[src/hdl/matrix_inverse_4x4_top_defines.svh]
// Assertion macros used by the matrix inverse controller.
`ifndef MATRIX_INVERSE_4X4_TOP_DEFINES_SVH
`define MATRIX_INVERSE_4X4_TOP_DEFINES_SVH

// Check a consequent in the same cycle as its antecedent.
`define MI4_ASSERT_NOW(label, clk, rst, ante, cons) \
  label: assert property (@(posedge clk) disable iff (rst) (ante) |-> (cons)) \
    else $error("mi4 same-cycle check failed");

// Check a consequent in the cycle after its antecedent.
`define MI4_ASSERT_NEXT(label, clk, rst, ante, cons) \
  label: assert property (@(posedge clk) disable iff (rst) (ante) |=> (cons)) \
    else $error("mi4 next-cycle check failed");

`endif

[src/hdl/mi4_pkg.sv]
`timescale 1ns / 1ps

package mi4_pkg;

  localparam int MAT_N     = 4;
  localparam int ELEM_W    = 32;
  localparam int FRAC_BITS = 16;
  localparam int LIMB_W    = 32;
  localparam int Y_W       = 4 * LIMB_W;       // wide multiplicand, four limbs
  localparam int ACC_W     = 132;              // holds the determinant exactly
  localparam int COF_N     = MAT_N * MAT_N;
  localparam int QUO_W     = 2 * FRAC_BITS + 1;
  localparam int REM_W     = ACC_W + 1;

  typedef struct packed {
    logic signed [ELEM_W-1:0] elem_col0;
    logic signed [ELEM_W-1:0] elem_col1;
    logic signed [ELEM_W-1:0] elem_col2;
    logic signed [ELEM_W-1:0] elem_col3;
  } in_item_t;

  typedef struct packed {
    logic signed [ELEM_W-1:0] inv_col0;
    logic signed [ELEM_W-1:0] inv_col1;
    logic signed [ELEM_W-1:0] inv_col2;
    logic signed [ELEM_W-1:0] inv_col3;
    logic                     singular;
    logic                     saturated;
    logic                     last_row;
  } out_item_t;

  typedef enum logic [1:0] {Y_ELEM, Y_M2, Y_COF} ysel_t;
  typedef enum logic [1:0] {T_M2, T_C3, T_DET} tgt_t;

  typedef enum logic [3:0] {
    ST_LOAD, ST_FETCH, ST_MUL, ST_DRAIN, ST_STORE, ST_CHECK,
    ST_ROWBEG, ST_DLOAD, ST_DCHK, ST_DSTEP, ST_PUT, ST_PUSH
  } state_t;

  // One multiply-accumulate step of the cofactor or determinant sequence
  typedef struct packed {
    logic [1:0] row_a;
    logic [1:0] col_x;
    logic [1:0] row_b;
    logic [1:0] col_y;
    ysel_t      ysel;
    tgt_t       tgt;
    logic       clr;
    logic       sub;
    logic [1:0] nl;      // number of limbs minus one
  } op_t;

  typedef struct packed {
    logic       wr_en;
    logic [1:0] wr_row;
    logic       rd_en;
    op_t        op;
    logic       mul_en;
    logic [1:0] lc;
    logic       limb_top;
    logic [3:0] cof_addr;
    logic       cof_wr;
    logic       dvs_load;
    logic       div_load;
    logic       div_chk;
    logic       div_step;
    logic       put_en;
    logic [1:0] put_col;
    logic       row_clr;
    logic       row_push;
    logic       row_last;
  } cmd_t;

  typedef struct packed {
    logic det_zero;
    logic out_free;
  } sts_t;

  // Index k of the set {0..3} with one member dropped
  function automatic logic [1:0] skip_idx(input logic [1:0] k, input logic [1:0] drop);
    skip_idx = (k < drop) ? k : k + 2'd1;
  endfunction

  // Step of the 3x3 minor for cofactor cidx: 2x2 products, then the outer term
  function automatic op_t cof_op(input logic [3:0] cidx, input logic [1:0] term,
                                 input logic [1:0] phase);
    op_t        o;
    logic [1:0] ci;
    logic [1:0] cj;
    logic [1:0] p;
    logic [1:0] q;
    ci = cidx[3:2];
    cj = cidx[1:0];
    p  = skip_idx((term == 2'd0) ? 2'd1 : 2'd0, cj);
    q  = skip_idx((term == 2'd2) ? 2'd1 : 2'd2, cj);
    o  = '0;
    case (phase)
      2'd0: begin
        o.row_a = skip_idx(2'd1, ci);
        o.col_x = p;
        o.row_b = skip_idx(2'd2, ci);
        o.col_y = q;
        o.ysel  = Y_ELEM;
        o.tgt   = T_M2;
        o.clr   = 1'b1;
      end
      2'd1: begin
        o.row_a = skip_idx(2'd1, ci);
        o.col_x = q;
        o.row_b = skip_idx(2'd2, ci);
        o.col_y = p;
        o.ysel  = Y_ELEM;
        o.tgt   = T_M2;
        o.sub   = 1'b1;
      end
      default: begin
        o.row_a = skip_idx(2'd0, ci);
        o.col_x = skip_idx(term, cj);
        o.ysel  = Y_M2;
        o.tgt   = T_C3;
        o.clr   = (term == 2'd0);
        o.sub   = term[0] ^ ci[0] ^ cj[0];
        o.nl    = 2'd2;
      end
    endcase
    return o;
  endfunction

  // Step of the determinant expansion along row zero
  function automatic op_t det_op(input logic [1:0] didx);
    op_t o;
    o       = '0;
    o.col_x = didx;
    o.ysel  = Y_COF;
    o.tgt   = T_DET;
    o.clr   = (didx == 2'd0);
    o.nl    = 2'd3;
    return o;
  endfunction

endpackage

[src/hdl/mi4_ctrl.sv]
`timescale 1ns / 1ps
`include "matrix_inverse_4x4_top_defines.svh"

module mi4_ctrl import mi4_pkg::*; (
  input  logic clk,
  input  logic rst,
  input  logic mat_valid,
  output logic mat_stall,
  input  sts_t sts,
  output cmd_t cmd
);

  state_t     state, state_next;
  logic [1:0] rows_loaded, rows_loaded_next;
  logic [3:0] cidx, cidx_next;
  logic [1:0] term, term_next;
  logic [1:0] phase, phase_next;
  logic       mode, mode_next;
  logic [1:0] didx, didx_next;
  logic [1:0] lc, lc_next;
  logic [1:0] orow, orow_next;
  logic [1:0] ocol, ocol_next;
  logic [5:0] dcnt, dcnt_next;
  op_t        op;

  // Hold the sequencer state
  always_ff @(posedge clk) begin
    if (rst) begin
      state       <= ST_LOAD;
      rows_loaded <= '0;
      cidx        <= '0;
      term        <= '0;
      phase       <= '0;
      mode        <= 1'b0;
      didx        <= '0;
      lc          <= '0;
      orow        <= '0;
      ocol        <= '0;
      dcnt        <= '0;
    end else begin
      state       <= state_next;
      rows_loaded <= rows_loaded_next;
      cidx        <= cidx_next;
      term        <= term_next;
      phase       <= phase_next;
      mode        <= mode_next;
      didx        <= didx_next;
      lc          <= lc_next;
      orow        <= orow_next;
      ocol        <= ocol_next;
      dcnt        <= dcnt_next;
    end
  end

  assign mat_stall = (state != ST_LOAD);

  // Decode the current arithmetic step
  always_comb begin
    op = mode ? det_op(didx) : cof_op(cidx, term, phase);
  end

  // Next state and commands
  always_comb begin
    state_next       = state;
    rows_loaded_next = rows_loaded;
    cidx_next        = cidx;
    term_next        = term;
    phase_next       = phase;
    mode_next        = mode;
    didx_next        = didx;
    lc_next          = lc;
    orow_next        = orow;
    ocol_next        = ocol;
    dcnt_next        = dcnt;

    cmd          = '0;
    cmd.op       = op;
    cmd.wr_row   = rows_loaded;
    cmd.lc       = lc;
    cmd.limb_top = (lc == op.nl);
    cmd.put_col  = ocol;
    cmd.row_last = (orow == 2'd3);
    if (state == ST_DLOAD) begin
      cmd.cof_addr = {ocol, orow};
    end else if (mode) begin
      cmd.cof_addr = {2'b00, didx};
    end else begin
      cmd.cof_addr = cidx;
    end

    case (state)
      ST_LOAD: begin
        if (mat_valid) begin
          cmd.wr_en = 1'b1;
          if (rows_loaded == 2'd3) begin
            rows_loaded_next = '0;
            cidx_next        = '0;
            term_next        = '0;
            phase_next       = '0;
            mode_next        = 1'b0;
            didx_next        = '0;
            state_next       = ST_FETCH;
          end else begin
            rows_loaded_next = rows_loaded + 2'd1;
          end
        end
      end
      ST_FETCH: begin
        cmd.rd_en  = 1'b1;
        lc_next    = '0;
        state_next = ST_MUL;
      end
      ST_MUL: begin
        cmd.mul_en = 1'b1;
        if (lc == op.nl) begin
          if (!mode) begin
            if (phase != 2'd2) begin
              phase_next = phase + 2'd1;
              state_next = ST_FETCH;
            end else if (term != 2'd2) begin
              term_next  = term + 2'd1;
              phase_next = '0;
              state_next = ST_FETCH;
            end else begin
              state_next = ST_DRAIN;
            end
          end else if (didx != 2'd3) begin
            didx_next  = didx + 2'd1;
            state_next = ST_FETCH;
          end else begin
            state_next = ST_DRAIN;
          end
        end else begin
          lc_next = lc + 2'd1;
        end
      end
      ST_DRAIN: begin
        state_next = mode ? ST_CHECK : ST_STORE;
      end
      ST_STORE: begin
        cmd.cof_wr = 1'b1;
        term_next  = '0;
        phase_next = '0;
        if (cidx == 4'd15) begin
          mode_next = 1'b1;
          didx_next = '0;
        end else begin
          cidx_next = cidx + 4'd1;
        end
        state_next = ST_FETCH;
      end
      ST_CHECK: begin
        cmd.dvs_load = 1'b1;
        orow_next    = '0;
        state_next   = ST_ROWBEG;
      end
      ST_ROWBEG: begin
        cmd.row_clr = 1'b1;
        ocol_next   = '0;
        state_next  = sts.det_zero ? ST_PUSH : ST_DLOAD;
      end
      ST_DLOAD: begin
        cmd.div_load = 1'b1;
        state_next   = ST_DCHK;
      end
      ST_DCHK: begin
        cmd.div_chk = 1'b1;
        dcnt_next   = '0;
        state_next  = ST_DSTEP;
      end
      ST_DSTEP: begin
        cmd.div_step = 1'b1;
        if (dcnt == 6'(QUO_W - 1)) begin
          state_next = ST_PUT;
        end else begin
          dcnt_next = dcnt + 6'd1;
        end
      end
      ST_PUT: begin
        cmd.put_en = 1'b1;
        if (ocol == 2'd3) begin
          state_next = ST_PUSH;
        end else begin
          ocol_next  = ocol + 2'd1;
          state_next = ST_DLOAD;
        end
      end
      ST_PUSH: begin
        if (sts.out_free) begin
          cmd.row_push = 1'b1;
          if (orow == 2'd3) begin
            state_next = ST_LOAD;
          end else begin
            orow_next  = orow + 2'd1;
            state_next = ST_ROWBEG;
          end
        end
      end
      default: begin
        state_next = ST_LOAD;
      end
    endcase
  end

  `MI4_ASSERT_NEXT(a_start, clk, rst, (state == ST_LOAD && mat_valid && rows_loaded == 2'd3), (state == ST_FETCH && cidx == 4'd0 && !mode))
  `MI4_ASSERT_NOW(a_limb, clk, rst, (state == ST_MUL), (lc <= op.nl))
  `MI4_ASSERT_NOW(a_dcnt, clk, rst, (state == ST_DSTEP), (dcnt <= 6'(QUO_W - 1)))
  `MI4_ASSERT_NEXT(a_done, clk, rst, (cmd.row_push && cmd.row_last), (state == ST_LOAD))

endmodule

[config.mk]
export PLATFORM = sky130hd
export DESIGN_NAME = mi4_ctrl
export DESIGN_NICKNAME = d
export VERILOG_FILES = /design/src/hdl/mi4_pkg.sv /design/src/hdl/mi4_ctrl.sv
export VERILOG_INCLUDE_DIRS = /design/src /design/src/hdl
export SDC_FILE = /design/constraint.sdc
export NUM_CORES = 1
export LEC_CHECK = 0
export ABC_AREA = 1
export BUFFER_PORTS_ARGS = -buffer_cell sky130_fd_sc_hd__buf_2
export CORE_MARGIN = 1.5
export CORE_UTILIZATION = 50
export CTS_CLUSTER_DIAMETER = 200
export DETAILED_ROUTE_END_ITERATION = 6
export PLACE_DENSITY_LB_ADDON = 0.08
export SLEW_MARGIN = 20
export SYNTH_ARGS = -nofsm -noshare
export SYNTH_HDL_FRONTEND = slang
export SYNTH_SLANG_ARGS = --single-unit
[constraint.sdc]
create_clock -name clk -period 1.7 [get_ports clk]
set_input_delay 0.255 -clock clk [delete_from_list [all_inputs] [get_ports clk]]
set_output_delay 0.255 -clock clk [all_outputs]
set_load 0.05 [all_outputs]
==> results of run 1 <==
==> cells in the mapped netlist, types with 2 or more instances <==
master / number
ha_1: 14
o21ai_0: 14
dfxtp_1: 29
nand2_2: 2
nand2_1: 107
nor2_4: 4
inv_2: 6
nand2_4: 4
nor2_1: 42
nor2_2: 8
nand3_1: 21
o21ai_1: 3
inv_1: 50
clkbuf_1: 3
buf_6: 2
a21oi_1: 24
nand4_1: 7
nor3_1: 3
buf_4: 6
nand3_2: 3
==> layer usage <==
metal | track usage (%) | share of wire (%) | wire [um]
met1 | 30.3 | 46 | 2650
met2 | 41.4 | 50 | 2870
met3 | 4.18 | 2.2 | 126
met4 | 7.05 | 1.8 | 103
met5 | 0 | 0 | 0
==> layout make-up <==
type / count / area (um2) / share of cell area [%]
well taps: 52 / 65.1 / 2.12
repair buffers: 66 / 485 / 15.8
inverters: 56 / 224 / 7.31
multi-input cells: 265 / 1580 / 51.5
clock inverters: 1 / 30.0 / 0.980
flip-flops and latches: 29 / 597 / 19.5
clock buffers: 7 / 86.3 / 2.82
==> state kept, by name, indices dropped and copies added, names as in the netlist <==
register / count
cidx: 4
dcnt: 6
didx: 2
lc: 2
mode: 1
ocol: 2
orow: 2
phase: 2
rows_loaded: 2
state: 4
term: 2
==> worst paths after layout <==
kind	startpoint	to	slack [ns]	depth (start not counted)
setup / recovery	term[0]$_SDFFE_PP0P_	cmd[31]	-0.37	10
hold / removal	rst	orow[0]$_SDFFE_PP0P_	0.29	2
setup reg to reg	cidx[1]$_SDFFE_PP0P_	didx[0]$_SDFFE_PP0P_	0.19	9
hold reg to reg	rows_loaded[1]$_SDFFE_PP0P_	rows_loaded[1]$_SDFFE_PP0P_	0.49	2
==> repair_timing <==
action,CTS,global route
endpoints found under the setup margin,14,18
gates resized for setup,40,35
pin swaps,12,8
gates cloned,0,1
setup buffers,0,2
==> cells in the final DEF (no fill, tap or decap), drive strengths merged <==
cell	instances
nand2	114
buf	64
inv	55
nor2	54
dfxtp	29
a21oi	24
nand3	24
o21ai	17
ha	14
clkbuf	9
nand4	7
nor3	4
xor2	1
clkinvlp	1
a31oi	1
or2	1
o211a	1
o2111ai	1
nand3b	1
a21boi	1
bufinv	1
==> cells by family (layout without fill, tap and decap cells) <==
| group | Yosys count | in the layout | synth area share [%] |
|---|---|---|---|
| fa+ha+maj | 14 | 14 | 7.82 |
| simple gates | 204 | 205 | 41.5 |
| buf+inv | 69 | 130 | 13.7 |
| xor+xnor | 1 | 1 | 0.391 |
| compound gates | 45 | 45 | 10.6 |
| flops | 29 | 29 | 25.9 |
==> power groups by stage <==
| stage | combinational [mW] | sequential (mW) | clock, mW |
|---|---|---|---|
| floorplan | 2.09 | 1.02 | 0 |
| global placement | 2.70 | 0.929 | 0 |
| detailed placement | 2.72 | 0.930 | 0 |
| CTS | 3.00 | 0.916 | 0.754 |
| global route | 3.38 | 0.953 | 0.788 |
| finish | 3.09 | 0.934 | 0.740 |
==> per-stage QoR <==
stage | setup TNS [ns] | power, mW | hold WS (ns) | util, % | instances
6_report | -1.33 | 4.77 | 0.286 | 70.9 | 476
5_1_grt | -1.81 | 5.12 | 0.283 | 70.9 | 476
4_1_cts | -1.39 | 4.67 | 0.274 | 68.5 | 473
3_5_place_dp | -0.735 | 3.65 | 0.477 | 62.5 | 465
3_3_place_gp | -0.678 | 3.63 | 0.474 | 62.5 | 465
2_1_floorplan | -0.469 | 3.11 | 0.455 | - | 362
==> out/qor.yml, run 1 <==
power_and_ir_drop:
  leakage_nw: 1.53
  power_switching_mw: 2.41
  power.share.clock_pct: 15.5
  p_per_area_mw_per_mm2: 1560
  vdd_ir_drop_max_mv: 0.832
  seq_power_share_pct: 19.6
  combPwrFrac_pct: 64.9
  swShare_pct: 50.6
  p_int_mw: 2.36
clock_network:
  cts_tree: "yes"
  cts_buffers: 5
  cts.sink_count: 29
  postCtsHoldBufs: 0
  cts-root-buf: "clkbuf_8"
  clk-insertion-delay-late_ns: 0.28
  h-tree-depth: 2
  cts_buffer_depth: 2
  path_clk_slew_ns: 0.07
placement:
  place_area_mm2: 0.00270
  dp_slack_ns: -0.276
  port_buffers: 44
  dp_hpwl_um: 4400
  place_congestion: 0.864
drt:
  antenna_left: 0
  drc_errors: 0
  post_drt_via_cell_ratio: 4.94
  routedWlPerCell_um: 12.1
  wirelength_um: 5750
  first_iter_violations: 79
  vias: 2351
  first_pass_iters: 4
synth:
  synth_seq_cells: 29
  synth_edf_count: 0
  synth_ff_type: "dfxtp_1"
  netlist_area_mm2: 0.00224
  synth.largest_area_cell: "dfxtp_1"
  yosysWarnings: 0
  yosysTopAreaCellShare_pct: 25.9
  synth_area_leaders: "dfxtp_1 26%, nand2_1 18%, inv_1 8.4%"
  yosysSeqAreaShare_pct: 25.9
  syn-num-nets: 381
  synth_cell_types: 30
  synthCells: 362
  postSynthAreaPerCell_um2: 6.19
  synthArstFlopShare_pct: 0
worst_setup_path:
  path_max_fanout: 2
  startpoint_type: "flip-flop"
  worst-endpoint-required_ns: 1.44
  critPathArrivalTime_ns: 1.82
  path_buf_inv: 3
  cp-end-kind: "output pin"
  path_cells: "inv_2 -> ha_4 -> inv_4 -> ha_4 -> a21oi_4 -> ha_4 -> o21ai_2 -> nand2_2 -> nand3_4 -> buf_8"
  crit_type: "flip-flop to output pin"
  cp_top_family: "adder cells"
  cp_common_cell: "ha_4"
  critPathMaxStageDelay_ns: 0.32
  cp_slowest_cell: "dfxtp_2"
sta:
  maxSlewHeadroom_pct: 79.1
  worst_slew_pin_slew_ns: 0.313
  fin_crit_sh_pct: 122
  max_freq_mhz: 483
  clock_skew_ns: 0.00806
  layout_min_cycle_time_ns: 2.07
  grt_setup_unrepaired: "yes"
  finalHoldViolations: 0
  timing.final.ws_setup_ns: -0.372
  setup_violations: 4
  drv_slew: 0
floorplan:
  rows: 24
  fp.dieW_um: 69.9
  start_util_pct: 51.8
  core_area_mm2: 0.00432
  die_h_um: 69.9
  pin_count: 45
  die_area_mm2: 0.00489
layout:
  n_fill_cell: 394
  antenna_cells: 0
  area_delta_synth_final_pct: 36.9
  final_net_count: 442
  drive_above_1_share_pct: 35.8
  final_area_mm2: 0.00307
status:
  violations: "negative setup slack"
  outcome: "finished with violations"
global_routing:
  grt_max_degree: 12
  antenna_found_initial: 0
  grt_overflow: 0
  grt_pass1_vias: 2136
  grt_use_total_pct: 23.9
  grt_pass1_wl_um: 9540
run:
  max_cap_viol_count: 0
worst_hold_path:
  hold_path.class: "primary input to flip-flop"
Power figures use the tool's default switching activity.
==> run 2, diff against run 1 <==
--- a/config.mk
+++ b/config.mk
@@ -8,8 +8,10 @@
 export LEC_CHECK = 0
 export ABC_AREA = 1
 export BUFFER_PORTS_ARGS = -buffer_cell sky130_fd_sc_hd__buf_2
+export CELL_PAD_IN_SITES_DETAIL_PLACEMENT = 1
+export CELL_PAD_IN_SITES_GLOBAL_PLACEMENT = 1
 export CORE_MARGIN = 1.5
-export CORE_UTILIZATION = 50
+export CORE_UTILIZATION = 34
 export CTS_CLUSTER_DIAMETER = 200
 export DETAILED_ROUTE_END_ITERATION = 6
 export PLACE_DENSITY_LB_ADDON = 0.08
==> run 2 against run 1 <==
  * Register-to-register slack better by 0.04 ns
  * The flow still finishes with violations (negative setup slack)
  * Critical path depth unchanged
  * Combinational power up 5%
  * Setup slack worse by 0.048 ns
  * Count of clock-buffer cells in the layout down 1
  * Flip-flop and latch count stayed put
  * Core utilization fell by 21 points
  * Non-clock buffer count grew 8
  * First-iteration DRC count decreased by 23%
  * Highest routed layer unchanged
  * Largest cell class unchanged
  * Maximum frequency fell by 2.2%
  * Worst hold slack better by 0.028 ns
  * Via count increased by 6.4%
==> out/qor.yml, run 2 (synthesized netlist as in run 1, its figures left out) <==
clock_network:
  cts_tree: "yes"
  cts-root-buf: "clkbuf_8"
  cts_buffers: 5
  postCtsHoldBufs: 0
  h-tree-depth: 2
  cts_buffer_depth: 2
  cts.sink_count: 29
  path_clk_slew_ns: 0.07
  clk-insertion-delay-late_ns: 0.29
placement:
  place_area_mm2: 0.00277
  dp_hpwl_um: 5630
  port_buffers: 44
  place_congestion: 0.790
global_routing:
  grt_pass1_wl_um: 12100
  grt_overflow: 0
  grt_pass1_vias: 2511
  grt-busiest-layer: "met2"
  grt_max_degree: 11
  met3_usage_pct: 2.95
  antenna_found_initial: 0
  gr-usage-met1_pct: 25.3
  grt_use_total_pct: 21.3
  use_met2_pct: 39.7
worst_setup_path:
  cp-end-kind: "output pin"
  r2r_start: "term[0]$_SDFFE_PP0P_"
  startpoint_type: "flip-flop"
  critPathArrivalTime_ns: 1.86
  critPathLaunch: "term[0]$_SDFFE_PP0P_"
  path_max_fanout: 2
  crit_type: "flip-flop to output pin"
  worst-endpoint-required_ns: 1.44
layout:
  area_delta_synth_final_pct: 41.3
  layout_common_cells: "93 x nand2_1, 38 x inv_1, 37 x nor2_1, 29 x buf_4, 26 x buf_2"
  final_net_count: 449
  final_area_mm2: 0.00317
  largest_reg_flops: 6
  final_common_cell: "nand2_1"
  top_register: "dcnt"
  drive_above_1_share_pct: 38.6
  reg_top3: "dcnt (6), cidx (4), state (4)"
  antenna_cells: 0
floorplan:
  die_area_mm2: 0.00708
  start_util_pct: 35.3
  rows: 29
  core_area_mm2: 0.00635
  pin_count: 45
  die_h_um: 84.2
  fp.dieW_um: 84.2
sta:
  clock_skew_ns: 0.00735
  timing.final.ws_setup_ns: -0.419
  max_freq_mhz: 472
  layout_min_cycle_time_ns: 2.12
  finalHoldViolations: 0
  worst_slew_pin_slew_ns: 0.293
  setup_violations: 4
  grt_setup_unrepaired: "yes"
  worst_hold_slack_ns: 0.313
  fin_crit_sh_pct: 125
  drv_slew: 0
  maxSlewHeadroom_pct: 80.4
drt:
  antenna_left: 0
  vias: 2502
  drc_errors: 0
  wirelength_um: 7250
  first_iter_violations: 61
  routedWlPerCell_um: 14.3
  post_drt_via_cell_ratio: 4.93
  first_pass_iters: 4
status:
  outcome: "finished with violations"
  violations: "negative setup slack"
power_and_ir_drop:
  p_per_area_mw_per_mm2: 1510
  leakage_nw: 1.55
  vdd_ir_drop_max_mv: 0.948
  p_total_mw: 4.79
worst_hold_path:
  hold_path.class: "primary input to flip-flop"
  hp-start: "mat_valid"
run:
  max_cap_viol_count: 0
[run 2: power by group]
part	switching, mW	internal, mW
Clock	0.286	0.320
Sequential	0.142	0.808
Combinational	2.11	1.12
Total	2.53	2.25
[run 2: timing repair]
action	CTS	global route
endpoints found under the setup margin	18	20
resized for setup	54	36
setup buffers	3	2
pin swaps	13	6
[run 2: area by class of cell]
type / count / area (um2)
Sequential cell: 29 / 599
Clock buffer: 6 / 82.6
Timing Repair Buffer: 74 / 554
Inverter: 56 / 221
Tap cell: 77 / 96.3
Fill cell: 834 / 3180
Multi-Input combinational cell: 264 / 1600
Clock inverter: 1 / 7.51
[run 2: worst max-delay path, cell delays in order, from the launching register on]
cell,delay [ns]
dfxtp_2,0.32
inv_2,0.07
ha_4,0.14
inv_4,0.04
ha_4,0.23
a21oi_4,0.13
ha_4,0.22
o21ai_2,0.13
nand2_2,0.09
nand3_4,0.06
buf_8,0.14
[run 2: final timing paths]
| kind | end | slack [ns] | depth (start not counted) |
|---|---|---|---|
| setup / recovery | cmd[31] | -0.42 | 10 |
| hold / removal | rows_loaded[1]$_SDFFE_PP0P_ | 0.31 | 4 |
| hold reg to reg | orow[0]$_SDFFE_PP0P_ | 0.49 | 2 |
| setup reg to reg | state[1]$_SDFFE_PP0P_ | 0.23 | 12 |
[run 2: per-layer routing]
metal	wire, um	up-vias
li1	-	1264
met1	3070	1192
met2	3890	36
met3	177	10
met4	104	0
met5	0	-
[run 2: stage by stage]
| stage | setup TNS [ns] | setup slack, ns | util (%) | cells |
|---|---|---|---|---|
| finish | -1.47 | -0.419 | 49.9 | 507 |
| global route | -2.01 | -0.495 | 49.9 | 507 |
| CTS | -1.45 | -0.425 | 47.9 | 505 |
| detailed placement | -0.765 | -0.286 | 43.7 | 495 |
| global placement | -0.674 | -0.242 | 43.7 | 495 |
| floorplan | -0.469 | -0.247 | - | 362 |
==> run 3, diff against run 2 <==
--- a/config.mk
+++ b/config.mk
@@ -8,7 +8,7 @@
 export LEC_CHECK = 0
 export ABC_AREA = 1
 export BUFFER_PORTS_ARGS = -buffer_cell sky130_fd_sc_hd__buf_2
-export CELL_PAD_IN_SITES_DETAIL_PLACEMENT = 1
+export CELL_PAD_IN_SITES_DETAIL_PLACEMENT = 0
 export CELL_PAD_IN_SITES_GLOBAL_PLACEMENT = 1
 export CORE_MARGIN = 1.5
 export CORE_UTILIZATION = 34
==> run 3 against run 2 <==
  * Maximum frequency increased by 2.4%
  * Design area up 2.0%
  * Clock skew fell by 0.0029 ns
  * Via count down 3.7%
  * First-iteration DRC count is 4.9% lower
  * Worst hold slack worse by 0.013 ns
  * Combinational power about the same
  * Largest power group unchanged
  * The flow still finishes with violations (negative setup slack)
  * Wire length is 10% lower
==> out/qor.yml, run 3 (synthesized netlist as in run 1, its figures left out) <==
status:
  outcome: "finished with violations"
  violations: "negative setup slack"
drt:
  wirelength_um: 6510
  vias: 2410
  met1Wirelength_um: 2990
  first_pass_iters: 4
  met2_length_um: 3210
  post_drt_via_cell_ratio: 4.71
  antenna_left: 0
  routedWlPerCell_um: 12.7
  drc_errors: 0
  top_layer: "met4"
  first_iter_violations: 58
  wl_met3_um: 175
floorplan:
  pin_count: 45
  start_util_pct: 35.3
  rows: 29
  fp.dieW_um: 84.2
  die_area_mm2: 0.00708
  die_h_um: 84.2
  core_area_mm2: 0.00635
worst_setup_path:
  crit_type: "flip-flop to output pin"
  critPathArrivalTime_ns: 1.82
  cp_top_family: "adder cells"
  startpoint_type: "flip-flop"
  cp_common_cell: "ha_4"
  worst-endpoint-required_ns: 1.44
  critPathMaxStageDelay_ns: 0.32
  cp_slowest_cell: "dfxtp_2"
  cp-end-kind: "output pin"
  path_cells: "inv_2 -> ha_4 -> inv_4 -> ha_4 -> a21oi_4 -> ha_4 -> o21ai_2 -> nand2_2 -> nand3_4 -> buf_8"
  path_buf_inv: 3
  path_max_fanout: 2
run:
  max_cap_viol_count: 0
clock_network:
  cts_buffer_depth: 2
  cts-root-buf: "clkbuf_8"
  h-tree-depth: 2
  cts.sink_count: 29
  cts_tree: "yes"
  postCtsHoldBufs: 0
  cts_buffers: 5
  clk-insertion-delay-late_ns: 0.28
  path_clk_slew_ns: 0.07
sta:
  finalHoldViolations: 0
  setup_violations: 4
  fin_crit_sh_pct: 122
  max_freq_mhz: 483
  grt_setup_unrepaired: "yes"
  drv_slew: 0
  worst_slew_pin_slew_ns: 0.268
  maxSlewHeadroom_pct: 82.0
  layout_min_cycle_time_ns: 2.07
  timing.final.ws_setup_ns: -0.371
  clock_skew_ns: 0.00442
global_routing:
  grt_use_total_pct: 18.8
  grt_pass1_wl_um: 10700
  grt_overflow: 0
  grt_max_degree: 11
  grt_pass1_vias: 2229
  antenna_found_initial: 0
power_and_ir_drop:
  leakage_nw: 1.59
  swShare_pct: 50.9
  p_total_mw: 4.92
  power_switching_mw: 2.50
  vdd_ir_drop_max_mv: 1.41
  seq_power_share_pct: 19.1
  p_int_mw: 2.41
  p_per_area_mw_per_mm2: 1520
  combPwrFrac_pct: 65.1
  power.share.clock_pct: 15.8
layout:
  regArea_um2: 599
  final_area_mm2: 0.00323
  final_net_count: 453
  largest_reg_flops: 6
  final_common_cell: "nand2_1"
  fin_cells: 512
  n_fill_cell: 697
  multi_input_area_mm2: 0.00161
  drive_above_1_share_pct: 39.5
  antenna_cells: 0
  final_core_util_pct: 50.9
  layout_common_cells: "93 x nand2_1, 38 x inv_1, 35 x nor2_1, 34 x buf_4, 26 x buf_2"
  area_delta_synth_final_pct: 44.2
  reg_top3: "dcnt (6), cidx (4), state (4)"
  top_register: "dcnt"
placement:
  port_buffers: 44
  dp_cells: 495
  dp_slack_ns: -0.251
  place_congestion: 0.790
  dp_hpwl_um: 5010
  place_area_mm2: 0.00277
worst_hold_path:
  hold_path.class: "primary input to flip-flop"
run 3: timing repair:
action / in CTS / in global routing
pin swaps: 14 / 9
buffers inserted: 3 / 5
gates resized for setup: 50 / 37
setup endpoints to repair: 17 / 20
gates cloned: 0 / 1
run 3: metrics by stage:
step / setup TNS [ns] / hold slack (ns)
global placement: -0.674 / 0.472
global route: -1.82 / 0.308
detailed placement: -0.696 / 0.475
floorplan: -0.469 / 0.455
CTS: -1.50 / 0.276
finish: -1.36 / 0.301
run 3: cell type report:
type | instances | area share [%]
clock buffers | 6 | 2.56
clock inverters | 2 | 1.16
inverters | 56 | 7.01
multi-input cells | 265 | 49.7
flip-flops and latches | 29 | 18.6
well taps | 77 | 2.98
repair buffers | 77 | 18.0
run 3: per-layer routing:
layer | global-route usage (%) | up-vias
met5 | 0 | -
met2 | 32.7 | 38
li1 | - | 1281
met1 | 23.5 | 1079
met4 | 6.41 | 0
met3 | 3.34 | 12
run 3: worst reg2reg max path, stage by stage, from the launching register on:
cell     delay, ns
dfxtp_2       0.33
inv_2         0.05
ha_4          0.16
buf_4         0.12
buf_4         0.14
nand3_1       0.10
nand2_1       0.07
nand3_2       0.07
nand2_1       0.04
nor2_1        0.11
nand2_1       0.06
nand2_1       0.07
nor2_2        0.04
run 3: worst paths after layout:
path / start / endpoint / slack [ns] / cells after the start
max reg2reg: term[0]$_SDFFE_PP0P_ / state[1]$_SDFFE_PP0P_ / 0.23 / 12
max: term[0]$_SDFFE_PP0P_ / cmd[31] / -0.37 / 10
min reg2reg: rows_loaded[1]$_SDFFE_PP0P_ / rows_loaded[1]$_SDFFE_PP0P_ / 0.48 / 2
min: mat_valid / rows_loaded[1]$_SDFFE_PP0P_ / 0.30 / 4
run 3: power by group through the flow:
stage / Clock [mW] / Sequential [mW] / Combinational (mW)
floorplan: 0 / 1.02 / 2.09
global placement: 0 / 0.937 / 2.78
detailed placement: 0 / 0.936 / 2.78
CTS: 0.797 / 0.928 / 3.08
global route: 0.825 / 0.959 / 3.50
finish: 0.775 / 0.940 / 3.20
